--- src/hdl/sbsm_pkg.sv ---
// package for the serial bank switch mapper
// transaction payload types, access and target codes, bank register set
// no dependencies
package sbsm_pkg;

  // access kinds carried in the opcode field
  typedef enum logic [1:0] {
    OP_CPU_WR = 2'd0,
    OP_CPU_RD = 2'd1,
    OP_PPU_RD = 2'd2,
    OP_NONE   = 2'd3
  } op_e;

  // memory selected by a result
  typedef enum logic [2:0] {
    TGT_NONE    = 3'd0,
    TGT_PRG_ROM = 3'd1,
    TGT_CHR_ROM = 3'd2,
    TGT_PRG_RAM = 3'd3,
    TGT_CHR_RAM = 3'd4
  } tgt_e;

  // loader destination, address bits 14..13
  typedef enum logic [1:0] {
    REG_CONTROL  = 2'd0,
    REG_CHR_LOW  = 2'd1,
    REG_CHR_HIGH = 2'd2,
    REG_PRG      = 2'd3
  } reg_sel_e;

  // configuration register indexes
  localparam logic CFG_PRG_BANK_COUNT = 1'b0;
  localparam logic CFG_CHR_IS_RAM     = 1'b1;

  localparam int unsigned CFG_DATA_W = 5;

  localparam logic [4:0] CTRL_RESET      = 5'h0C;
  localparam logic [4:0] PRG_COUNT_RESET = 5'd16;
  localparam logic [4:0] PRG_COUNT_MAX   = 5'd16;
  localparam logic [2:0] LOADER_BITS     = 3'd5;
  localparam logic [2:0] LOADER_LAST     = 3'd4;

  typedef struct packed {
    logic [1:0]  opcode;
    logic [15:0] address;
    logic [7:0]  write_data;
  } in_item_t;

  typedef struct packed {
    logic [2:0]  target;
    logic [17:0] offset;
    logic [1:0]  mirroring;
  } out_item_t;

  // bank registers written by the serial loader
  typedef struct packed {
    logic [4:0] ctrl;
    logic [4:0] chr_low;
    logic [4:0] chr_high;
    logic [4:0] prg;
  } bank_regs_t;

  typedef struct packed {
    logic [4:0] prg_bank_count;
    logic       chr_is_ram;
  } cfg_t;

endpackage

--- src/hdl/sbsm_loader.sv ---
// five-bit serial loader and the bank registers it commits to
// depends on sbsm_pkg
module sbsm_loader import sbsm_pkg::*; (
  input  logic       clk_i,
  input  logic       rst_ni,
  input  logic       fire_i,
  input  in_item_t   item_i,
  output bank_regs_t regs_o,
  output logic [1:0] mirror_o
);

  bank_regs_t regs_q, regs_d;
  logic [4:0] sval_q, sval_d;
  logic [2:0] scnt_q, scnt_d;
  logic [2:0] cnt;
  logic [2:0] cnt_new;
  logic [4:0] val_new;
  logic       reg_wr;

  always_comb begin
    regs_d  = regs_q;
    sval_d  = sval_q;
    scnt_d  = scnt_q;
    cnt     = (scnt_q > LOADER_LAST) ? 3'd0 : scnt_q;
    val_new = sval_q | (5'(item_i.write_data[0]) << cnt);
    cnt_new = cnt + 3'd1;
    reg_wr  = fire_i && (item_i.opcode == OP_CPU_WR) && item_i.address[15];
    if (reg_wr) begin
      if (item_i.write_data[7]) begin
        // loader reset, forces the fixed-last prg mode
        sval_d      = '0;
        scnt_d      = '0;
        regs_d.ctrl = regs_q.ctrl | CTRL_RESET;
      end else if (cnt_new == LOADER_BITS) begin
        sval_d = '0;
        scnt_d = '0;
        unique case (reg_sel_e'(item_i.address[14:13]))
          REG_CONTROL:  regs_d.ctrl     = val_new;
          REG_CHR_LOW:  regs_d.chr_low  = val_new;
          REG_CHR_HIGH: regs_d.chr_high = val_new;
          REG_PRG:      regs_d.prg      = val_new;
          default:      regs_d.prg      = val_new;
        endcase
      end else begin
        sval_d = val_new;
        scnt_d = cnt_new;
      end
    end
  end

  always_ff @(posedge clk_i or negedge rst_ni) begin
    if (!rst_ni) begin
      regs_q <= '{ctrl: CTRL_RESET, chr_low: '0, chr_high: '0, prg: '0};
      sval_q <= '0;
      scnt_q <= '0;
    end else begin
      regs_q <= regs_d;
      sval_q <= sval_d;
      scnt_q <= scnt_d;
    end
  end

  assign regs_o   = regs_q;
  assign mirror_o = regs_d.ctrl[1:0];

endmodule

--- src/hdl/sbsm_xlate.sv ---
// address translation from bus address to target memory and byte offset
// depends on sbsm_pkg
module sbsm_xlate import sbsm_pkg::*; (
  input  in_item_t   item_i,
  input  bank_regs_t regs_i,
  input  cfg_t       cfg_i,
  input  logic [1:0] mirror_i,
  output out_item_t  res_o
);

  logic [3:0] prg_sel;
  logic [3:0] prg_last;
  logic [3:0] prg_bank;
  logic [4:0] chr_bank;
  logic       prg_half;
  logic       chr_half;
  logic       cpu_acc;
  logic       wram_hit;

  always_comb begin
    prg_sel  = regs_i.prg[3:0];
    prg_half = item_i.address[14];
    chr_half = item_i.address[12];
    // clamp bank count into 1..16, take the last bank
    if (cfg_i.prg_bank_count == 5'd0) begin
      prg_last = 4'd0;
    end else if (cfg_i.prg_bank_count > PRG_COUNT_MAX) begin
      prg_last = 4'd15;
    end else begin
      prg_last = 4'(cfg_i.prg_bank_count - 5'd1);
    end
    case (regs_i.ctrl[3:2])
      2'd2:    prg_bank = prg_half ? prg_sel : 4'd0;
      2'd3:    prg_bank = prg_half ? prg_last : prg_sel;
      default: prg_bank = {prg_sel[3:1], prg_half};
    endcase
    if (!regs_i.ctrl[4]) begin
      chr_bank = {regs_i.chr_low[4:1], chr_half};
    end else begin
      chr_bank = chr_half ? regs_i.chr_high : regs_i.chr_low;
    end
  end

  always_comb begin
    cpu_acc  = (item_i.opcode == OP_CPU_WR) || (item_i.opcode == OP_CPU_RD);
    wram_hit = item_i.address[15:13] == 3'b011;
    res_o.target    = TGT_NONE;
    res_o.offset    = '0;
    res_o.mirroring = mirror_i;
    if (cpu_acc && wram_hit) begin
      res_o.target = TGT_PRG_RAM;
      res_o.offset = {5'd0, item_i.address[12:0]};
    end else if ((item_i.opcode == OP_CPU_RD) && item_i.address[15]) begin
      res_o.target = TGT_PRG_ROM;
      res_o.offset = {prg_bank, item_i.address[13:0]};
    end else if (item_i.opcode == OP_PPU_RD) begin
      if (cfg_i.chr_is_ram) begin
        res_o.target = TGT_CHR_RAM;
        res_o.offset = {5'd0, item_i.address[12:0]};
      end else begin
        res_o.target = TGT_CHR_ROM;
        res_o.offset = {1'b0, chr_bank, item_i.address[11:0]};
      end
    end
  end

endmodule

--- src/hdl/serial_bank_switch_mapper.sv ---
// top level of the serial bank switch mapper: input register, loader, translation, result register
// depends on sbsm_pkg, sbsm_loader, sbsm_xlate
//
// channel   direction  handshake              payload
// in        input      in_valid_i/in_stall_o  in_data_i   (opcode, address, write_data)
// out       output     out_valid_o/out_stall_i out_data_o (target, offset, mirroring)
// cfg       input      cfg_we_i               cfg_idx_i, cfg_data_i
//
// one transaction per cycle sustained while the output is not stalled; each result passes
// through the input register, one translation pass and then the result register
// bank registers update when an item moves from the input register into the result register
// reset clears handshake state and loader, sets bank registers and configuration to reset values
// a stalled result holds; the input register keeps accepting while the result can drain
module serial_bank_switch_mapper import sbsm_pkg::*; (
  input  logic                  clk_i,
  input  logic                  rst_ni,
  input  logic                  in_valid_i,
  output logic                  in_stall_o,
  input  in_item_t              in_data_i,
  output logic                  out_valid_o,
  input  logic                  out_stall_i,
  output out_item_t             out_data_o,
  input  logic                  cfg_we_i,
  input  logic                  cfg_idx_i,
  input  logic [CFG_DATA_W-1:0] cfg_data_i
);

  // input register
  logic       a_valid_q, a_valid_d;
  in_item_t   a_item_q;
  // result register
  logic       r_valid_q, r_valid_d;
  out_item_t  r_item_q;
  out_item_t  res;
  // configuration
  cfg_t       cfg_q;
  bank_regs_t regs;
  logic [1:0] mirror;
  logic       r_ready;
  logic       a_fire;
  logic       in_fire;

  // result register frees up when empty or being taken this cycle
  assign r_ready    = !r_valid_q || !out_stall_i;
  assign a_fire     = a_valid_q && r_ready;
  assign in_stall_o = a_valid_q && !r_ready;
  assign in_fire    = in_valid_i && !in_stall_o;

  always_comb begin
    a_valid_d = a_valid_q;
    if (in_fire) begin
      a_valid_d = 1'b1;
    end else if (a_fire) begin
      a_valid_d = 1'b0;
    end
    r_valid_d = r_valid_q;
    if (a_fire) begin
      r_valid_d = 1'b1;
    end else if (!out_stall_i) begin
      r_valid_d = 1'b0;
    end
  end

  always_ff @(posedge clk_i or negedge rst_ni) begin
    if (!rst_ni) begin
      a_valid_q <= 1'b0;
      r_valid_q <= 1'b0;
    end else begin
      a_valid_q <= a_valid_d;
      r_valid_q <= r_valid_d;
    end
  end

  // payload registers, no reset needed
  always_ff @(posedge clk_i) begin
    if (in_fire) begin
      a_item_q <= in_data_i;
    end
    if (a_fire) begin
      r_item_q <= res;
    end
  end

  // configuration registers; the user must write them only while idle, the block does not enforce it
  always_ff @(posedge clk_i or negedge rst_ni) begin
    if (!rst_ni) begin
      cfg_q <= '{prg_bank_count: PRG_COUNT_RESET, chr_is_ram: 1'b0};
    end else if (cfg_we_i) begin
      unique case (cfg_idx_i)
        CFG_PRG_BANK_COUNT: cfg_q.prg_bank_count <= cfg_data_i;
        CFG_CHR_IS_RAM:     cfg_q.chr_is_ram     <= cfg_data_i[0];
        default:            cfg_q                <= cfg_q;
      endcase
    end
  end

  // serial loader sees each item leaving the input register; only register writes advance it
  sbsm_loader u_loader (
    .clk_i    (clk_i),
    .rst_ni   (rst_ni),
    .fire_i   (a_fire),
    .item_i   (a_item_q),
    .regs_o   (regs),
    .mirror_o (mirror)
  );

  // translation uses bank registers as they stand before this item,
  // mirroring as it stands after it
  sbsm_xlate u_xlate (
    .item_i   (a_item_q),
    .regs_i   (regs),
    .cfg_i    (cfg_q),
    .mirror_i (mirror),
    .res_o    (res)
  );

  assign out_valid_o = r_valid_q;
  assign out_data_o  = r_item_q;

  // an item leaving the input register always lands in the result register
  assert property (@(posedge clk_i) disable iff (!rst_ni) a_fire |=> r_valid_q)
    else $error("result register missed a transaction");

  // back-pressure on the input only while an item is held
  assert property (@(posedge clk_i) disable iff (!rst_ni) in_stall_o |-> a_valid_q)
    else $error("input stalled with empty input register");

  // character ram results only when configured for it
  assert property (@(posedge clk_i) disable iff (!rst_ni)
    (r_valid_q && (r_item_q.target == TGT_CHR_RAM)) |-> cfg_q.chr_is_ram)
    else $error("chr ram target without chr ram configured");

  // register writes and unmapped accesses carry no offset
  assert property (@(posedge clk_i) disable iff (!rst_ni)
    (r_valid_q && (r_item_q.target == TGT_NONE)) |-> (r_item_q.offset == '0))
    else $error("non-zero offset on empty target");

endmodule

--- config.mk ---
export PLATFORM = sky130hd
export DESIGN_NAME = serial_bank_switch_mapper
export DESIGN_NICKNAME = d
export VERILOG_FILES = /design/src/hdl/sbsm_pkg.sv /design/src/hdl/sbsm_loader.sv /design/src/hdl/sbsm_xlate.sv /design/src/hdl/serial_bank_switch_mapper.sv
export SDC_FILE = /design/constraint.sdc
export NUM_CORES = 1
export LEC_CHECK = 0
export BUFFER_PORTS_ARGS = -buffer_cell sky130_fd_sc_hd__buf_2
export CAP_MARGIN = 20
export CORE_MARGIN = 4
export CORE_UTILIZATION = 35
export CTS_BUF_LIST = sky130_fd_sc_hd__clkbuf_8 sky130_fd_sc_hd__clkbuf_16
export DETAILED_ROUTE_END_ITERATION = 8
export HOLD_SLACK_MARGIN = 0.08
export PLACE_DENSITY = 0.52
export SETUP_SLACK_MARGIN = 0.05
export SKIP_LAST_GASP = 1
export SLEW_MARGIN = 25
export SYNTH_ARGS = -nofsm -noshare
export SYNTH_HDL_FRONTEND = slang
export SYNTH_SLANG_ARGS = --single-unit
export TNS_END_PERCENT = 1
--- constraint.sdc ---
create_clock -name clk_i -period 2.2 [get_ports clk_i]
set_input_delay 0.22 -clock clk_i [delete_from_list [all_inputs] [get_ports clk_i]]
set_output_delay 0.22 -clock clk_i [all_outputs]
set_load 0.1 [all_outputs]
==> results of run 1 <==
## layout by cell type, fill, tap and decap left out, drive strengths merged, types with 3 or more instances in the layout
cell type	instances
nor2	5
nor2b	18
and2	3
edfxtp	43
mux2	21
a21o	3
dfrtp	32
nand2b	8
mux2i	5
dfstp	3
ha	3
o21ai	7
nor3	4
nand2	18
nand3	3
a31o	3
o22ai	4
dlygate4sd3	25
a21boi	6
inv	15
clkbuf	9
buf	69
a211oi	5
## what timing repair did
action | CTS | global route
pin swaps | 0 | 2
hold buffers | 24 | 1
endpoints found under the hold margin | 55 | 1
setup buffers | 0 | 4
resized for setup | 1 | 6
endpoints found under the setup margin | 1 | 16
## registers in the layout (all words and copies together) (netlist names)
register and count:
out_valid_o 1, u_loader.sval_q 5, u_loader.scnt_q 3, u_loader.regs_o 19, a_valid_q 1, a_item_q 20
out_data_o 23, cfg_q 6
## report_power, final
group          leakage (nW)  internal [W]  switching (W)  total (W)
combinational         0.900      0.000292       0.000538   0.000830
clock                0.0938      0.000433       0.000584    0.00102
sequential            0.881       0.00166      0.0000674    0.00173
total                  1.87       0.00239        0.00119    0.00358
## through the flow
stage	cells	cell area [um^2]	utilization (%)
after global placement	410	3780	41.1
after CTS	450	4210	45.8
final	455	4270	46.4
after floorplan	238	3310	-
after global routing	455	4270	46.4
after detailed placement	410	3780	41.1
## per-layer routing
metal / share of wire, % / vias up / global-route usage (%)
met5: 0 / - / 0
met4: 1.6 / 0 / 5.34
met2: 49 / 42 / 19.8
met1: 46 / 1041 / 16.2
li1: - / 1079 / -
met3: 3.6 / 8 / 2.72
## worst max-delay path by stage
stage	from	end	slack (ns)
6_report	u_loader.scnt_q[2]	u_loader.regs_o[0]	0.15
5_1_grt	cfg_q[2]	out_data_o[16]	0.04
4_1_cts	cfg_q[1]	out_data_o[16]	0.08
3_5_place_dp	cfg_q[1]	out_data_o[16]	0.07
3_3_place_gp	cfg_q[1]	out_data_o[16]	0.10
2_1_floorplan	out_valid_o	out_data_o[0]	0.13
## cell families after synthesis
| group | count (synthesis) |
|---|---|
| flip-flops | 78 |
| AND/OR/NAND/NOR | 72 |
| AO/OA/AOI/OAI | 41 |
| multiplexers | 26 |
| buffers and inverters | 15 |
| adder cells (fa/ha/maj) | 5 |
| XOR/XNOR | 1 |
## critical path, cell delays in order, from the launching register on
cell	delay [ns]
dfrtp_1	0.41
buf_4	0.15
nor3b_2	0.28
mux2i_2	0.30
buf_4	0.18
nand4_1	0.25
mux2_4	0.38
## area by class of cell
class                           count  area (um^2)
Clock buffer                        9          124
Clock inverter                      7         63.8
Fill cell                         871         4930
Inverter                           11         41.3
Multi-Input combinational cell    145         1100
Sequential cell                    78         2170
Tap cell                          111          139
Timing Repair Buffer               94          631
==> run summary, run 1 <==
The flow ran to the end, and the final reports show no timing, DRC or antenna violations. The initial core utilization is 35.9%. The post-DP HPWL is 4520 um. The maximum level of the CTS H-tree is 3. The die footprint came out at 11100 um^2. The number of antenna repair diodes came out at 0. The post-route clock skew came out at 0.0107 ns. The later pin in the worst-skew pair is clocked with a latency of 0.35 ns. By area the synthesized netlist is led by edfxtp_1, dfrtp_1, mux2_2, nor2b_1, dfstp_2. The overall die width is 105 um. The final number of max-transition violations is 0. STA classifies the critical path startpoint as a flop. The number of distinct library cell variants in the gate-level netlist after synthesis is 47.

The final estimated routing congestion in global placement came out at 0.794. The fraction of synthesis flops using an asynchronous set or reset pin is 44.9%. The worst-case hold slack is 0.0908 ns. The worst setup path is captured at a flop. Buffers placed on the I/O ports in this run total 55.

The arithmetic-cell share of the synthesized area counting full adders, half adders and majority gates is 1.74%. Of the total synthesized cell area, the portion taken by XOR and XNOR cells is 0.265%. The worst hold path passes through 3 cells.

The number of clock buffers inserted by TritonCTS came out at 9. In this run the critical register-to-register path is launched from u_loader.scnt_q[2]. The clock-pin slew of the registers on the worst-case setup and hold paths came out at 0.09 ns. In this run the vertical extent of the chip is 105 um. The internal reg-to-reg setup slack came out at 0.15 ns.

The maximum fanout count along the critical path came out at 5. The total via count after detailed routing is 2170. The initial antenna violation count came out at 0. In this run the most critical hold path is launched from cfg_data_i[0]. The average wire length per cell after detail routing came out at 14.6 um. For this run, the top clock speed supported by timing is 487 MHz. The worst register-to-register path ends at u_loader.regs_o[0]. The leakage component of the power came out at 1.87 nW. The clock net sink count came out at 78. For the worst setup path, the data arrival time is 2.29 ns. The multiplexer share of the synthesized area came out at 8.78%. The pre-antenna-repair detailed-routing pass consisted of 4 iterations. The via count of the first global-routing pass is 2174. After synthesis the netlist holds a flip-flop and latch count of 78. The first routing iteration left 46 violations. Setup repair after global routing could not meet its margin everywhere.

The final critical path takes up 93.3% of the cycle. The slack of the critical path came out at 0.148 ns. The number of max-cap violations came out at 0. The total power per unit cell area came out at 838 nW/um^2. The first global-routing pass estimated 10800 um of wire.

After detailed routing, the number of remaining DRC violations is 0. The share of the Yosys chip area taken by registers is 65.7%. The number of hold violations in the final report was 0.

Of the cells placed in the final design, the portion with a size suffix greater than 1 is 36.3%. The most common flop cell mapped by yosys is edfxtp_1. The path type of the worst setup path is reg2reg. Relative to the synthesized area, the layout overhead comes to 29.1%. After Yosys synthesis, and, or, nand and nor cells account for 12.9% of the synthesized area.

The core outline area came out at 9200 um^2. The headroom to the max-slew limit is 44.6%. The synthesized-area fraction occupied by ao, oa, aoi and oai cells is 8.93%. The net total in the final layout came out at 379. The minimum clock period is 2.05 ns. The floorplan row count is 35. The cell taking the most area after synthesis is edfxtp_1. In this run the mean area of a mapped cell was 13.9 um^2. The sum of negative setup slack is 0 ns. The TritonCTS clock tree is built. The setup slack at placement came out at 0.0732 ns. The maximum clock insertion buffer count came out at 2. The detailed-route vias per instance came out at 4.77. For this run the aggregate overflow at the end of global routing stands at 0. The length in cells of the worst reg-to-reg path came out at 6.

The number of antenna-violating nets in the routed design is 0. Yosys mapped a number of flops with a built-in enable equal to 43. The overall power is 0.00358 W. Entering global routing, the biggest net connects 36 pins. Setup violations remaining at the end of the flow were counted as 0. By area, the combinational part of the netlist is dominated by simple AND/OR/NAND/NOR gates. The Yosys step of the flow raised 0 warnings.

The most common cell in the synthesized netlist is edfxtp_1. IR analysis of the VDD net gives a maximum drop of 0.304 mV. After synthesis, the most frequently instantiated cells are edfxtp_1, dfrtp_1, mux2_2. The post-synthesis instance area is 3310 um^2. At the worst endpoint, the required time is 2.43 ns. The synthesized netlist net count came out at 278. The worst hold path terminates at cfg_q[1]. The I/O pin count came out at 62. For the pin with the worst max-slew slack, the measured transition is 0.831 ns. The post-synthesis instance total is 238. The share of the synthesized area in the top cell type is 39.1%. The type of the most critical hold path is in2reg.

The combined global-route utilization of all metal layers is 12.4%. The final wirelength is 6640 um. The root buffer selected by CTS is clkbuf_8.
(Power assumes the default switching activity.)
==> run 2, diff against run 1 <==
- PLACE_DENSITY: 0.52 -> default
- PLACE_DENSITY_LB_ADDON: default -> 0.2
==> run summary, run 2 (synthesized netlist as in run 1, its figures left out) <==
The cell sitting at the root of the clock tree is a clkbuf_8. Setup repair after global routing could not meet its margin everywhere. The iteration count of the initial detailed-routing pass came out at 4. The number of remaining DRC errors is 0.

The die outline height came out at 105 um. STA classifies the critical path endpoint as a flop. The leakage component of the power is 1.86 nW. Of the available clock period, the critical path in the final layout requires 93.8%. The largest stage delay on the critical path came out at 0.47 ns. Across the whole layout, storage elements account for 2170 um^2. The completed layout was analyzed and its total power is 0.00359 W. Per report_power, the sequential group accounts for 48.1% of the total. The path type of the worst setup path is reg2reg. For this design the top-level I/O count stands at 62.

The number of clock buffers inserted by TritonCTS is 9. The congestion estimate from routability-driven global placement came to 0.788. Clock-pin slew was measured on the worst setup and hold paths at 0.08 ns. In this run switching power makes up 33.0% of total power. In this run the cell area measured after placement is 3800 um^2. Leaving out fill and tap cells, the most frequent cell in the layout is buf_2. The proportion of layout cells with a drive suffix above 1 came out at 35.9%.

In the final layout, the multi-input gates occupy 1110 um^2. The violation count after the first detailed-routing iteration is 82. The final number of max-transition violations is 0.

The sum of negative setup slack came out at 0 ns. The initial antenna violation count came to 0. The via count of the first global-routing pass was 2236.

The total overflow left after global routing is 0. The growth of design area from synthesis to finish came out at 29.2%. The maximum clock insertion buffer count is 2. The final cell area excluding filler cells is 4270 um^2. The data required time of the critical path is 2.29 ns. Leaving out fill and tap cells, the most frequent cells in the layout are buf_2, edfxtp_1, dfrtp_1. The number of max-cap violations is 0. The final wirelength is 6540 um. The actual transition at the worst max-transition pin is 0.819 ns. The maximum level of the CTS H-tree is 3. The detailed-route vias per instance came out at 4.79. The path class of the tightest hold or removal check is in2reg. The largest net degree at the start of global routing came out at 36.

The flow ran to the end, and the final reports show no timing, DRC or antenna violations. Between clock sinks in the finished design, the worst skew comes to 0.0111 ns. For this run, the post-layout net count is 375.

The internal reg-to-reg setup slack is 0.14 ns. The flip-flop count of the largest register, all copies and words added is 23. The internal power of the cells totals 0.00240 W. The headroom to the max-slew limit came out at 45.4%. Buffers placed on the I/O ports in this run total 55. The average wire length per cell after detail routing is 14.5 um. The floorplan row count is 35. The category of the worst setup path launch point is a flop.

The slowest cell on the critical path is or3b_2. The maximum clock rate is 485 MHz. The filler cell count came out at 856.

The logic gate share of total power is 24.0%. The initial core utilization came out at 35.9%. The post-DP HPWL is 4630 um. The final core utilization is 46.4%.

Counting I/O delays and the setup requirement, the final critical path takes 2.06 ns. The die footprint is 11100 um^2. TritonCTS built the clock tree. For this design the total switching power over the nets is 0.00119 W. The clock net sink count came out at 78.

The arrival time reported for the critical path endpoint came out at 2.16 ns. The overall die width came out at 105 um. The number of hold violations in the final report is 0. In the global route stage, overall resource usage came out at 12.8%. The detailed router placed 2161 vias in this run. The number of antenna repair diodes is 0. The first global-routing pass estimated 11000 um of wire.

The number of setup violations in the final report came out at 0. The share of total power in the clock network came out at 27.9%. The maximum fanout count along the critical path is 3. The clock insertion delay at the later pin of the skew report is 0.35 ns. Walking the worst path, the cells encountered are inv_2 -> ha_1 -> or3b_2 -> maj3_1 -> a211oi_2 -> o22ai_1. After floorplanning, the core was sized to cover 9200 um^2. The total power per unit cell area is 840 nW/um^2. The worst-case IR drop observed on VDD is 0.377 mV. The number of antenna-violating nets in the routed design is 0.
[run 2: changes by cell type in the layout (fill, tap and decap cells not counted), sizes merged]
| cell | before | now |
|---|---|---|
| inv | 15 | 16 |
| buf | 69 | 67 |
| clkinvlp | 1 | 0 |
| dlygate4sd3 | 25 | 23 |
[run 2: timing repair]
item	4_1_cts	5_1_grt
pin swaps	0	2
hold buffers	23	0
buffers inserted	0	2
resized for setup	1	7
setup endpoints to repair	1	18
hold endpoints to repair	54	0
[run 2: layer usage]
metal	wire length (um)	vias up	GRT usage (%)	share of wire, %
met5	0	-	0	0
met4	61	0	3.66	0.93
met3	274	4	4.39	4.2
met2	3200	45	20.6	49
met1	3000	1039	16.3	46
li1	-	1073	-	-
[run 2: layout make-up]
cell class,instances,share of cell area [%]
clock buffers,9,2.90
inverters,11,0.967
repair buffers,90,14.5
flip-flops and latches,78,50.8
multi-input cells,145,26.1
well taps,111,3.25
clock inverters,7,1.44
[run 2: power by group through the flow]
stage	Clock, W	Combinational [W]	Sequential (W)
2_1_floorplan	0	0.000285	0.00201
3_3_place_gp	0	0.000786	0.00175
3_5_place_dp	0	0.000794	0.00175
4_1_cts	0.00104	0.000828	0.00172
5_1_grt	0.00111	0.000931	0.00174
6_report	0.00100	0.000862	0.00173
[run 2: through the flow]
step | hold WS [ns] | cells | setup slack, ns
final | 0.0994 | 451 | 0.137
after global routing | 0.0834 | 451 | 0.0200
after CTS | 0.0833 | 449 | 0.0688
after detailed placement | 0.377 | 410 | 0.0446
after global placement | 0.367 | 410 | 0.100
after floorplan | -0.0756 | 238 | 0.128
[run 2: worst max-delay path: cells and delay by family (launching register included)]
| family | cells | cell delay (ns) |
|---|---|---|
| adders and majority gates | 2 | 0.54 |
| and+or+nand+nor | 1 | 0.47 |
| DFF | 1 | 0.41 |
| AOI/OAI and AO/OA | 2 | 0.31 |
| buffers and inverters | 1 | 0.08 |
[run 2: final timing paths]
check                      depth (start not counted)           from                   to
max                                                6       cfg_q[1]       out_data_o[16]
min                                                2  cfg_data_i[3]             cfg_q[4]
max reg2reg                                        6       cfg_q[1]       out_data_o[16]
min reg2reg                                        1      a_valid_q          out_valid_o
max in group asynchronous                          2         rst_ni   u_loader.regs_o[7]
min in group asynchronous                          2         rst_ni  u_loader.regs_o[14]
